$ cat src/hdl/mexp_pkg.sv
`default_nettype none

package mexp_pkg;

    localparam int MEXP_WORD_BITS = 32;

    // Configuration register indexes
    localparam logic CFG_EXPONENT = 1'b0;
    localparam logic CFG_MODULUS  = 1'b1;

    typedef enum logic [4:0] {
        S_IDLE   = 5'b00001,
        S_REDUCE = 5'b00010,
        S_STEP   = 5'b00100,
        S_WAIT   = 5'b01000,
        S_DONE   = 5'b10000
    } t_state;

endpackage

`default_nettype wire

$ cat src/hdl/mexp_modmul.sv
`default_nettype none

module mexp_modmul
    import mexp_pkg::*;
#(
    parameter int WORD_BITS = MEXP_WORD_BITS
) (
    input  wire logic                 i_clk,
    input  wire logic                 i_rst_n,
    input  wire logic                 i_start,
    input  wire logic [WORD_BITS-1:0] i_a,
    input  wire logic [WORD_BITS-1:0] i_b,
    input  wire logic [WORD_BITS-1:0] i_m,
    output logic                      o_done,
    output logic [WORD_BITS-1:0]      o_res
);

    localparam int CNT_W = $clog2(WORD_BITS + 1);

    logic                 r_busy, n_busy;
    logic                 r_done, n_done;
    logic [CNT_W-1:0]     r_cnt, n_cnt;
    logic [WORD_BITS-1:0] r_r, n_r;
    logic [WORD_BITS-1:0] r_a, n_a;
    logic [WORD_BITS-1:0] r_b, n_b;

    logic [WORD_BITS+1:0] s_sum;
    logic [WORD_BITS+2:0] s_d1;
    logic [WORD_BITS+2:0] s_d2;
    logic [WORD_BITS-1:0] s_next;

    // One multiplier bit per cycle, MSB first: r = 2r + bit*a, then fold below m.
    // With r < m and a < m the sum stays below 3m, so at most 2m comes off.
    always_comb begin
        s_sum = {1'b0, r_r, 1'b0} + {2'b00, (r_b[WORD_BITS-1] ? r_a : '0)};
        s_d1  = {1'b0, s_sum} - {3'b000, i_m};
        s_d2  = {1'b0, s_sum} - {2'b00, i_m, 1'b0};
        if (!s_d2[WORD_BITS+2]) begin
            s_next = s_d2[WORD_BITS-1:0];
        end else if (!s_d1[WORD_BITS+2]) begin
            s_next = s_d1[WORD_BITS-1:0];
        end else begin
            s_next = s_sum[WORD_BITS-1:0];
        end
    end

    always_comb begin
        n_busy = r_busy;
        n_done = 1'b0;
        n_cnt  = r_cnt;
        n_r    = r_r;
        n_a    = r_a;
        n_b    = r_b;
        if (i_start) begin
            n_busy = 1'b1;
            n_cnt  = CNT_W'(WORD_BITS);
            n_r    = '0;
            n_a    = i_a;
            n_b    = i_b;
        end else if (r_busy) begin
            n_r   = s_next;
            n_b   = {r_b[WORD_BITS-2:0], 1'b0};
            n_cnt = r_cnt - CNT_W'(1);
            if (r_cnt == CNT_W'(1)) begin
                n_busy = 1'b0;
                n_done = 1'b1;
            end
        end
    end

    always_ff @(posedge i_clk) begin
        if (!i_rst_n) begin
            r_busy <= 1'b0;
            r_done <= 1'b0;
        end else begin
            r_busy <= n_busy;
            r_done <= n_done;
        end
    end

    always_ff @(posedge i_clk) begin
        r_cnt <= n_cnt;
        r_r   <= n_r;
        r_a   <= n_a;
        r_b   <= n_b;
    end

    assign o_done = r_done;
    assign o_res  = r_r;

endmodule

`default_nettype wire

$ cat src/hdl/modular_exponentiation_top.sv
// Modular exponentiation, right-to-left square and multiply: each transfer on
// the input channel yields one result, message_block ^ exponent mod modulus.
// Write exponent (index 0) and modulus (index 1) only while no item is in
// flight; both reset to 1. One item is processed at a time. The input is first
// reduced modulo the modulus, then each exponent bit up to the highest set one
// takes a square and, where the bit is set, a multiply, running side by side
// in two bit-serial modular multipliers, and the result then passes through
// the done state into the output register. A zero exponent yields 1 and a
// zero modulus yields 0, the latter skipping straight to the done state.
`default_nettype none

module modular_exponentiation_top
    import mexp_pkg::*;
#(
    parameter int WORD_BITS = MEXP_WORD_BITS
) (
    input  wire logic                 i_clk,
    input  wire logic                 i_rst_n,
    input  wire logic                 i_cfg_we,
    input  wire logic                 i_cfg_index,
    input  wire logic [WORD_BITS-1:0] i_cfg_data,
    input  wire logic                 i_in_valid,
    output logic                      o_in_stall,
    input  wire logic [WORD_BITS-1:0] i_message_block,
    output logic                      o_out_valid,
    input  wire logic                 i_out_stall,
    output logic [WORD_BITS-1:0]      o_result_block
);

    t_state               r_state, n_state;
    logic [WORD_BITS-1:0] r_exponent, n_exponent;
    logic [WORD_BITS-1:0] r_modulus, n_modulus;
    logic [WORD_BITS-1:0] r_base, n_base;
    logic [WORD_BITS-1:0] r_acc, n_acc;
    logic [WORD_BITS-1:0] r_exp, n_exp;
    logic                 r_mul, n_mul;
    logic                 r_out_valid, n_out_valid;
    logic [WORD_BITS-1:0] r_out_data, n_out_data;

    logic                 s_sq_start;
    logic [WORD_BITS-1:0] s_sq_a;
    logic [WORD_BITS-1:0] s_sq_b;
    logic                 s_sq_done;
    logic [WORD_BITS-1:0] s_sq_res;
    logic                 s_ml_start;
    logic                 s_ml_done;
    logic [WORD_BITS-1:0] s_ml_res;
    logic                 s_in_xfer;
    logic                 s_out_xfer;

    assign s_in_xfer  = i_in_valid && !o_in_stall;
    assign s_out_xfer = r_out_valid && !i_out_stall;

    always_comb begin
        n_state     = r_state;
        n_exponent  = r_exponent;
        n_modulus   = r_modulus;
        n_base      = r_base;
        n_acc       = r_acc;
        n_exp       = r_exp;
        n_mul       = r_mul;
        n_out_valid = r_out_valid && !s_out_xfer;
        n_out_data  = r_out_data;
        s_sq_start  = 1'b0;
        s_sq_a      = r_base;
        s_sq_b      = r_base;
        s_ml_start  = 1'b0;

        if (i_cfg_we) begin
            case (i_cfg_index)
                CFG_EXPONENT: n_exponent = i_cfg_data;
                CFG_MODULUS:  n_modulus  = i_cfg_data;
                default:      n_exponent = r_exponent;
            endcase
        end

        case (r_state)
            S_IDLE: begin
                if (s_in_xfer) begin
                    n_exp = r_exponent;
                    if (r_modulus == '0) begin
                        n_acc   = '0;
                        n_state = S_DONE;
                    end else begin
                        // block * (1 mod m) gives block mod m
                        n_acc      = WORD_BITS'(1);
                        s_sq_start = 1'b1;
                        s_sq_a     = WORD_BITS'(r_modulus != WORD_BITS'(1));
                        s_sq_b     = i_message_block;
                        n_state    = S_REDUCE;
                    end
                end
            end
            S_REDUCE: begin
                if (s_sq_done) begin
                    n_base  = s_sq_res;
                    n_state = S_STEP;
                end
            end
            S_STEP: begin
                if (r_exp == '0) begin
                    n_state = S_DONE;
                end else begin
                    s_sq_start = 1'b1;
                    s_ml_start = r_exp[0];
                    n_mul      = r_exp[0];
                    n_state    = S_WAIT;
                end
            end
            S_WAIT: begin
                if (s_sq_done && (s_ml_done || !r_mul)) begin
                    n_base = s_sq_res;
                    if (r_mul) begin
                        n_acc = s_ml_res;
                    end
                    n_exp   = {1'b0, r_exp[WORD_BITS-1:1]};
                    n_state = S_STEP;
                end
            end
            S_DONE: begin
                // hold until the output register is free
                if (!r_out_valid || !i_out_stall) begin
                    n_out_valid = 1'b1;
                    n_out_data  = r_acc;
                    n_state     = S_IDLE;
                end
            end
            default: n_state = S_IDLE;
        endcase
    end

    always_ff @(posedge i_clk) begin
        if (!i_rst_n) begin
            r_state     <= S_IDLE;
            r_exponent  <= WORD_BITS'(1);
            r_modulus   <= WORD_BITS'(1);
            r_out_valid <= 1'b0;
        end else begin
            r_state     <= n_state;
            r_exponent  <= n_exponent;
            r_modulus   <= n_modulus;
            r_out_valid <= n_out_valid;
        end
    end

    always_ff @(posedge i_clk) begin
        r_base     <= n_base;
        r_acc      <= n_acc;
        r_exp      <= n_exp;
        r_mul      <= n_mul;
        r_out_data <= n_out_data;
    end

    // Squares the base (and reduces the input block at the start)
    mexp_modmul #(
        .WORD_BITS (WORD_BITS)
    ) u_sq (
        .i_clk   (i_clk),
        .i_rst_n (i_rst_n),
        .i_start (s_sq_start),
        .i_a     (s_sq_a),
        .i_b     (s_sq_b),
        .i_m     (r_modulus),
        .o_done  (s_sq_done),
        .o_res   (s_sq_res)
    );

    // Multiplies the running result by the base; scans the result's bits
    mexp_modmul #(
        .WORD_BITS (WORD_BITS)
    ) u_ml (
        .i_clk   (i_clk),
        .i_rst_n (i_rst_n),
        .i_start (s_ml_start),
        .i_a     (r_base),
        .i_b     (r_acc),
        .i_m     (r_modulus),
        .o_done  (s_ml_done),
        .o_res   (s_ml_res)
    );

    assign o_in_stall     = (r_state != S_IDLE);
    assign o_out_valid    = r_out_valid;
    assign o_result_block = r_out_data;

endmodule

`default_nettype wire

$ cat config.mk
export PLATFORM = sky130hd
export DESIGN_NAME = modular_exponentiation_top
export DESIGN_NICKNAME = d
export VERILOG_FILES = /design/src/hdl/mexp_pkg.sv /design/src/hdl/mexp_modmul.sv /design/src/hdl/modular_exponentiation_top.sv
export SDC_FILE = /design/constraint.sdc
export NUM_CORES = 1
export LEC_CHECK = 0
export BUFFER_PORTS_ARGS = -buffer_cell sky130_fd_sc_hd__buf_2
export CORE_MARGIN = 3
export CORE_UTILIZATION = 64
export CTS_CLUSTER_DIAMETER = 120
export CTS_CLUSTER_SIZE = 24
export DETAILED_ROUTE_END_ITERATION = 10
export PLACE_DENSITY_LB_ADDON = 0.08
export SYNTH_ARGS = -nofsm -noshare
export SYNTH_HDL_FRONTEND = slang
export SYNTH_SLANG_ARGS = --single-unit
export TNS_END_PERCENT = 50
$ cat constraint.sdc
create_clock -name i_clk -period 11 [get_ports i_clk]
set_input_delay 0.55 -clock i_clk [delete_from_list [all_inputs] [get_ports i_clk]]
set_output_delay 0.55 -clock i_clk [all_outputs]
set_load 0.01 [all_outputs]
# Word-level counts from Yosys, hierarchy flattened
# Cells that the tools add are included.
# Widths: inputs -> output; s select.
[totals]
output_inout_bits = 34
in_bits = 70
word_cells = 125
reg_bits = 407
[classes]
eq_ne = 14
muxes = 50
reduce_logical = 27
bitwise = 5
add_sub_neg = 8
[op_table]
columns = ["cell", "count"]
rows = [
  ["$mux 32", 23],
  ["$pmux 32 s2", 3],
  ["$sub 34x32->35", 2],
  ["$sub 34x33->35", 2],
  ["$add 33x32->34", 2],
  ["$logic_not 32->1", 2],
  ["$ne 32x1->1 const B", 1],
  ["$mux 5", 6],
  ["$pmux 5 s5", 1],
  ["$mux 1", 16],
  ["$eq 6x1->1 const B", 2],
  ["$sub 6x1->6 const B", 2],
  ["$ne 2x2->1 const B", 4],
  ["$reduce_and 2->1", 4],
  ["$reduce_and 4->1", 2],
  ["$reduce_bool 2->1", 4],
  ["$reduce_and 3->1", 2],
  ["$reduce_or 3->1", 2],
  ["$eq 5x1->1 const B", 1],
  ["$eq 5x2->1 const B", 1],
  ["$eq 5x3->1 const B", 1],
  ["$eq 5x4->1 const B", 1],
  ["$eq 5x5->1 const B", 1],
  ["$logic_not 1->1", 5],
  ["other kinds (6)", 14],
]

# Longest topological paths before layout
[depth]
depth_word = 6
mapped_depth = 26

# Cells and area by module
# Synthesis repeated with hierarchy kept, for this count alone.
[hier_totals]
cells_unflattened = 2808
area_unflattened_um2 = 27050.9
[modules_own_cells]
columns = ["module", "cells_per_inst", "area_per_inst_um2", "instances", "seq_area_each_um2"]
rows = [
  ["mexp_modmul (u_sq)", 1093, 9590.4, 1, 2722.6],
  ["mexp_modmul (u_ml)", 1077, 9496.6, 1, 2722.6],
  ["modular_exponentiation_top", 638, 7963.9, 1, 5275.1],
]

# Worst setup path after synthesis
# OpenSTA, ideal clock, no wires.
[synth_path]
path_kind = "register -> register"
startpoint = "reg u_sq.r_b[31]"
endpoint = "reg u_sq.r_r[21] (netlist: u_sq.o_res[21])"
path_stages_with_launch = 26
period_less_slack_ps = 5293
setup_time_ps = 189
arrival_time_ps = 5104
path_slack_ps = 5707
n_path_buf = 3
path_cell_list = "edfxtp_1 clkbuf_1 and2_1 ha_1 inv_1 fa_1 nand2b_1 a21oi_1 o211ai_1 a21boi_0 a221o_1 nand2_1 xnor2_1 ha_1 a21o_1 a21o_1 a211oi_1 o311ai_0 a221oi_1 nor2_1 and4_1 or3_1 clkbuf_1 buf_2 a22oi_1 o22ai_1"
[synth_via]
elab_chain_len = 5
elab_cells_between_ends = 6
[synth_rtl]
columns = ["item", "line_no", "source"]
rows = [
  ["from (decl)", "mexp_modmul.sv:25", "logic [WORD_BITS-1:0] r_b, n_b;"],
  ["from (signal assigned)", "mexp_modmul.sv:85", "r_b <= n_b;"],
  ["$mux 32 *", "mexp_modmul.sv:35", "s_sum = {1'b0, r_r, 1'b0} + {2'b00, (r_b[WORD_BITS-1] ? r_a : '0)};"],
  ["$add 33x32->34 *", "mexp_modmul.sv:35", ""],
  ["$sub 34x32->35", "mexp_modmul.sv:36", "s_d1 = {1'b0, s_sum} - {3'b000, i_m};"],
  ["$mux 32", "mexp_modmul.sv:40", "end else if (!s_d1[WORD_BITS+2]) begin"],
  ["$mux 32 *", "mexp_modmul.sv:38", "if (!s_d2[WORD_BITS+2]) begin"],
  ["to (signal assigned)", "mexp_modmul.sv:83", "r_r <= n_r;"],
  ["to (decl)", "mexp_modmul.sv:23", "logic [WORD_BITS-1:0] r_r, n_r;"],
]
# Every way passes the cells marked *; elsewhere a longest branch is shown, timed or not.
# A chain may end at the register's enable or synchronous reset.

# Worst setup path in the final report
[layout_path]
startpoint = "reg u_sq.r_b[31]"
endpoint = "reg u_sq.r_r[17] (netlist: u_sq.o_res[17])"
# The elaborated chain is that of the path after synthesis.

==> results.toml <==
[cts]
h-tree-depth = 1
hold_buffers = 0
numCtsBuffers = 21
cts_tree = "built"
cts-resized-gates = 0
cts_setup_buffers = 0
clockRootBuffer = "clkbuf_16"
insertion_delay_ns = 0.57
clkTransAtPathRegs_ns = 0.10
clockBufferDepth = 3
cts_sinks = 407

[global_routing]
grt_usage_pct = 34.2
gr-total-overflow = 0
grt_max_degree = 96
grt_pass1_vias = 21300
grt_pass1_wl_um = 118000
antenna_found_initial = 1

[final_layout]
final_common_cell = "nand2_1"
drive_gt1_share_pct = 6.56
finalNonFillerCells = 3421
diodes = 0
fin_nets = 3151
final_core_util_pct = 69.0
layout_common_cells = "459 x nand2_1, 257 x edfxtp_1, 230 x a21oi_1"
area_growth_pct = 5.92
design_area_mm2 = 0.0276

[route]
drc_errors = 0
route.final.wire_length_um = 77000
antenna_left = 0
drt-initial-drc-count = 2426
dr.pass1.iters = 8
num_vias = 22300
drt-wirelength-per-cell_um = 22.5
vias_per_cell = 6.51

[timing]
finalSetupTns_ns = 0
hold_slack_ns = 0.230
finalSetupViolCount = 0
finalCritPeriodShare_pct = 67.3
fmax_mhz = 135
hold_violations = 0
min_period_ns = 7.41
max_slew_margin_pct = 8.51
drv_slew = 0
rsz0062_at_grt = "no"
worst_slew_pin_slew_ns = 1.37
skew_ns = 0.0351

[power_and_ir_drop]
pwr-share-seq_pct = 30.3
comb_power_share_pct = 55.7
p_int_mw = 3.63
clkPwrFrac_pct = 14.0
powerDensity_mw_per_mm2 = 232
swShare_pct = 43.4
leakagePower_nw = 11.4
vdd_ir_drop_max_uv = 182
netSwitchingPower_mw = 2.78

[synthesis]
yosys_most_used_dff = "edfxtp_1"
synth_edf_count = 257
ys_async_sr_fraction_pct = 0
avgSynthCellArea_um2 = 9.18
synth-warning-count = 0
yosysSeqAreaShare_pct = 41.1
ys_ff_latch = 407
synth.distinct_cells = 84
synthCells = 2841
syn_area_mm2 = 0.0261
syn-num-nets = 3111

[floorplanning]
die_area_mm2 = 0.0432
pin_count = 104
core_mm2 = 0.0400
initial_core_util_pct = 65.2
die_x_um = 208
std_cell_rows = 73
fp.dieH_um = 208

[placed_design]
place_congestion = 1.04
place.port_buffers = 103
post_dp_cell_area_mm2 = 0.0270
dp_hpwl_um = 59100
dp.cells = 3383

[setup_path]
worstPathMaxFanout = 32
criticalPathCategory = "reg2reg"
arrival_ns = 7.87
required_ns = 11.46
start_kind = "flip-flop"
cp-end-kind = "flip-flop"

[hold_path]
hp-class = "in2reg"

[outcome]
status = "completed"

[run]
maxCapViolations = 0
[flip-flops by register name, summed over array words and instances, names as in the netlist]
register,flops
u_ml.o_done,1
u_sq.r_cnt,6
o_out_valid,1
r_exp,32
o_result_block,32
u_sq.r_busy,1
u_sq.o_res,32
r_exponent,32
u_ml.r_b,32
r_acc,32
u_ml.r_cnt,6
u_ml.r_busy,1
u_sq.o_done,1
u_ml.o_res,32
u_ml.r_a,32
r_state,5
u_sq.r_b,32
u_sq.r_a,32
r_modulus,32
r_base,32
r_mul,1
[path summary, 6_finish.rpt]
| check | start | end | slack [ns] | cells after the start |
|---|---|---|---|---|
| min | i_rst_n | r_exponent[0]$_SDFFE_PN1P_ | 0.23 | 2 |
| min reg2reg | r_exponent[22]$_SDFFE_PN0P_ | r_exponent[22]$_SDFFE_PN0P_ | 0.46 | 2 |
| max | u_sq.r_b[31]$_DFFE_PP_ | u_sq.o_res[17]$_SDFFE_PP0P_ | 3.59 | 22 |
| max reg2reg | u_sq.r_b[31]$_DFFE_PP_ | u_sq.o_res[17]$_SDFFE_PP0P_ | 3.59 | 22 |
[logic make-up (layout without fill, tap and decap cells)]
group	count (synthesis)	in the layout	synth area share, %
simple gates	1001	1001	18.1
flops	407	407	41.1
compound gates	778	778	19.0
fa+ha+maj	200	200	9.77
xor+xnor	163	163	5.48
mux	85	85	3.28
buf+inv	207	262	3.19
[layer usage]
| layer | track usage (%) | routed length, um | part of all wire, % |
|---|---|---|---|
| met5 | 0 | 19 | 0.025 |
| met1 | 45.1 | 31600 | 41 |
| met2 | 55.5 | 35100 | 46 |
| met4 | 15.4 | 4030 | 5.2 |
| met3 | 5.77 | 6240 | 8.1 |
[through the flow]
step,worst slack (ns),total power [mW]
after floorplan,5.71,4.61
after global placement,4.15,5.35
after detailed placement,3.87,5.42
after CTS,3.85,6.31
after global routing,3.12,6.78
final,3.59,6.41
[worst max-delay path, cell delays in order, from the launching register on]
cell and delay [ns]:
edfxtp_1 0.99, and2_1 0.24, ha_1 0.19, inv_1 0.08, fa_1 0.40, nand2b_1 0.19, a21oi_1 0.22, o211ai_1 0.16
a21boi_0 0.60, a221o_1 0.27, nand2_1 0.07, xnor2_1 0.34, ha_1 0.35, a21o_1 0.19, a21o_1 0.21, a211oi_1 0.30
o311ai_0 0.17, a221oi_1 0.25, nor2_1 0.11, and4_1 0.26, nor3_4 0.46, nand2_1 0.81, o21ai_0 0.46
[layout make-up]
class | count | area, um^2
sequential | 407 | 10700
inverter | 99 | 372
clock inverter | 4 | 36.3
clock buffer | 34 | 596
multi-input combinational | 2227 | 14600
tap | 525 | 657
fill | 3112 | 12400
timing repair buffer | 125 | 681
[cells in the mapped netlist, types with 7 or more instances]
| cell | instances | area share, % |
|---|---|---|
| nand2_1 | 459 | 6.6 |
| edfxtp_1 | 257 | 30 |
| a21oi_1 | 231 | 4.4 |
| ha_1 | 194 | 9.3 |
| o21ai_0 | 176 | 3.4 |
| dfxtp_1 | 150 | 12 |
| nor2_1 | 139 | 2.0 |
| xnor2_1 | 103 | 3.5 |
| and2_1 | 99 | 2.4 |
| inv_1 | 97 | 1.4 |
| clkbuf_1 | 89 | 1.3 |
| mux2i_1 | 81 | 3.1 |
| a21o_1 | 76 | 2.2 |
| xor2_1 | 60 | 2.0 |
| nor2b_1 | 52 | 1.2 |
| nand3_1 | 46 | 0.88 |
| nor3_1 | 44 | 0.84 |
| a211oi_1 | 34 | 0.98 |
| o21bai_1 | 28 | 0.81 |
| and3_1 | 27 | 0.65 |
| nor4_1 | 26 | 0.62 |
| o21a_1 | 26 | 0.75 |
| o211ai_1 | 25 | 0.72 |
| nand2b_1 | 24 | 0.58 |
| nand4_1 | 23 | 0.55 |
| or3_1 | 21 | 0.50 |
| a31oi_1 | 19 | 0.46 |
| a22oi_1 | 18 | 0.52 |
| a2bb2oi_1 | 16 | 0.54 |
| o22ai_1 | 11 | 0.26 |
| or2_2 | 11 | 0.26 |
| a21boi_0 | 9 | 0.26 |
| a32oi_1 | 8 | 0.27 |
| a211o_1 | 7 | 0.24 |
| a221o_1 | 7 | 0.27 |
| and4_1 | 7 | 0.24 |
| buf_2 | 7 | 0.13 |
| o21ai_1 | 7 | 0.13 |
| o221ai_1 | 7 | 0.24 |
| o31ai_1 | 7 | 0.20 |
[power by group through the flow]
stage	sequential, mW	combinational [mW]	clock, mW
2_1_floorplan	1.90	2.70	0
6_report	1.94	3.57	0.896
3_5_place_dp	1.97	3.45	0
3_3_place_gp	1.96	3.39	0
5_1_grt	1.95	3.86	0.959
4_1_cts	1.94	3.47	0.902
No activity file was read; power rests on OpenSTA's default activity.
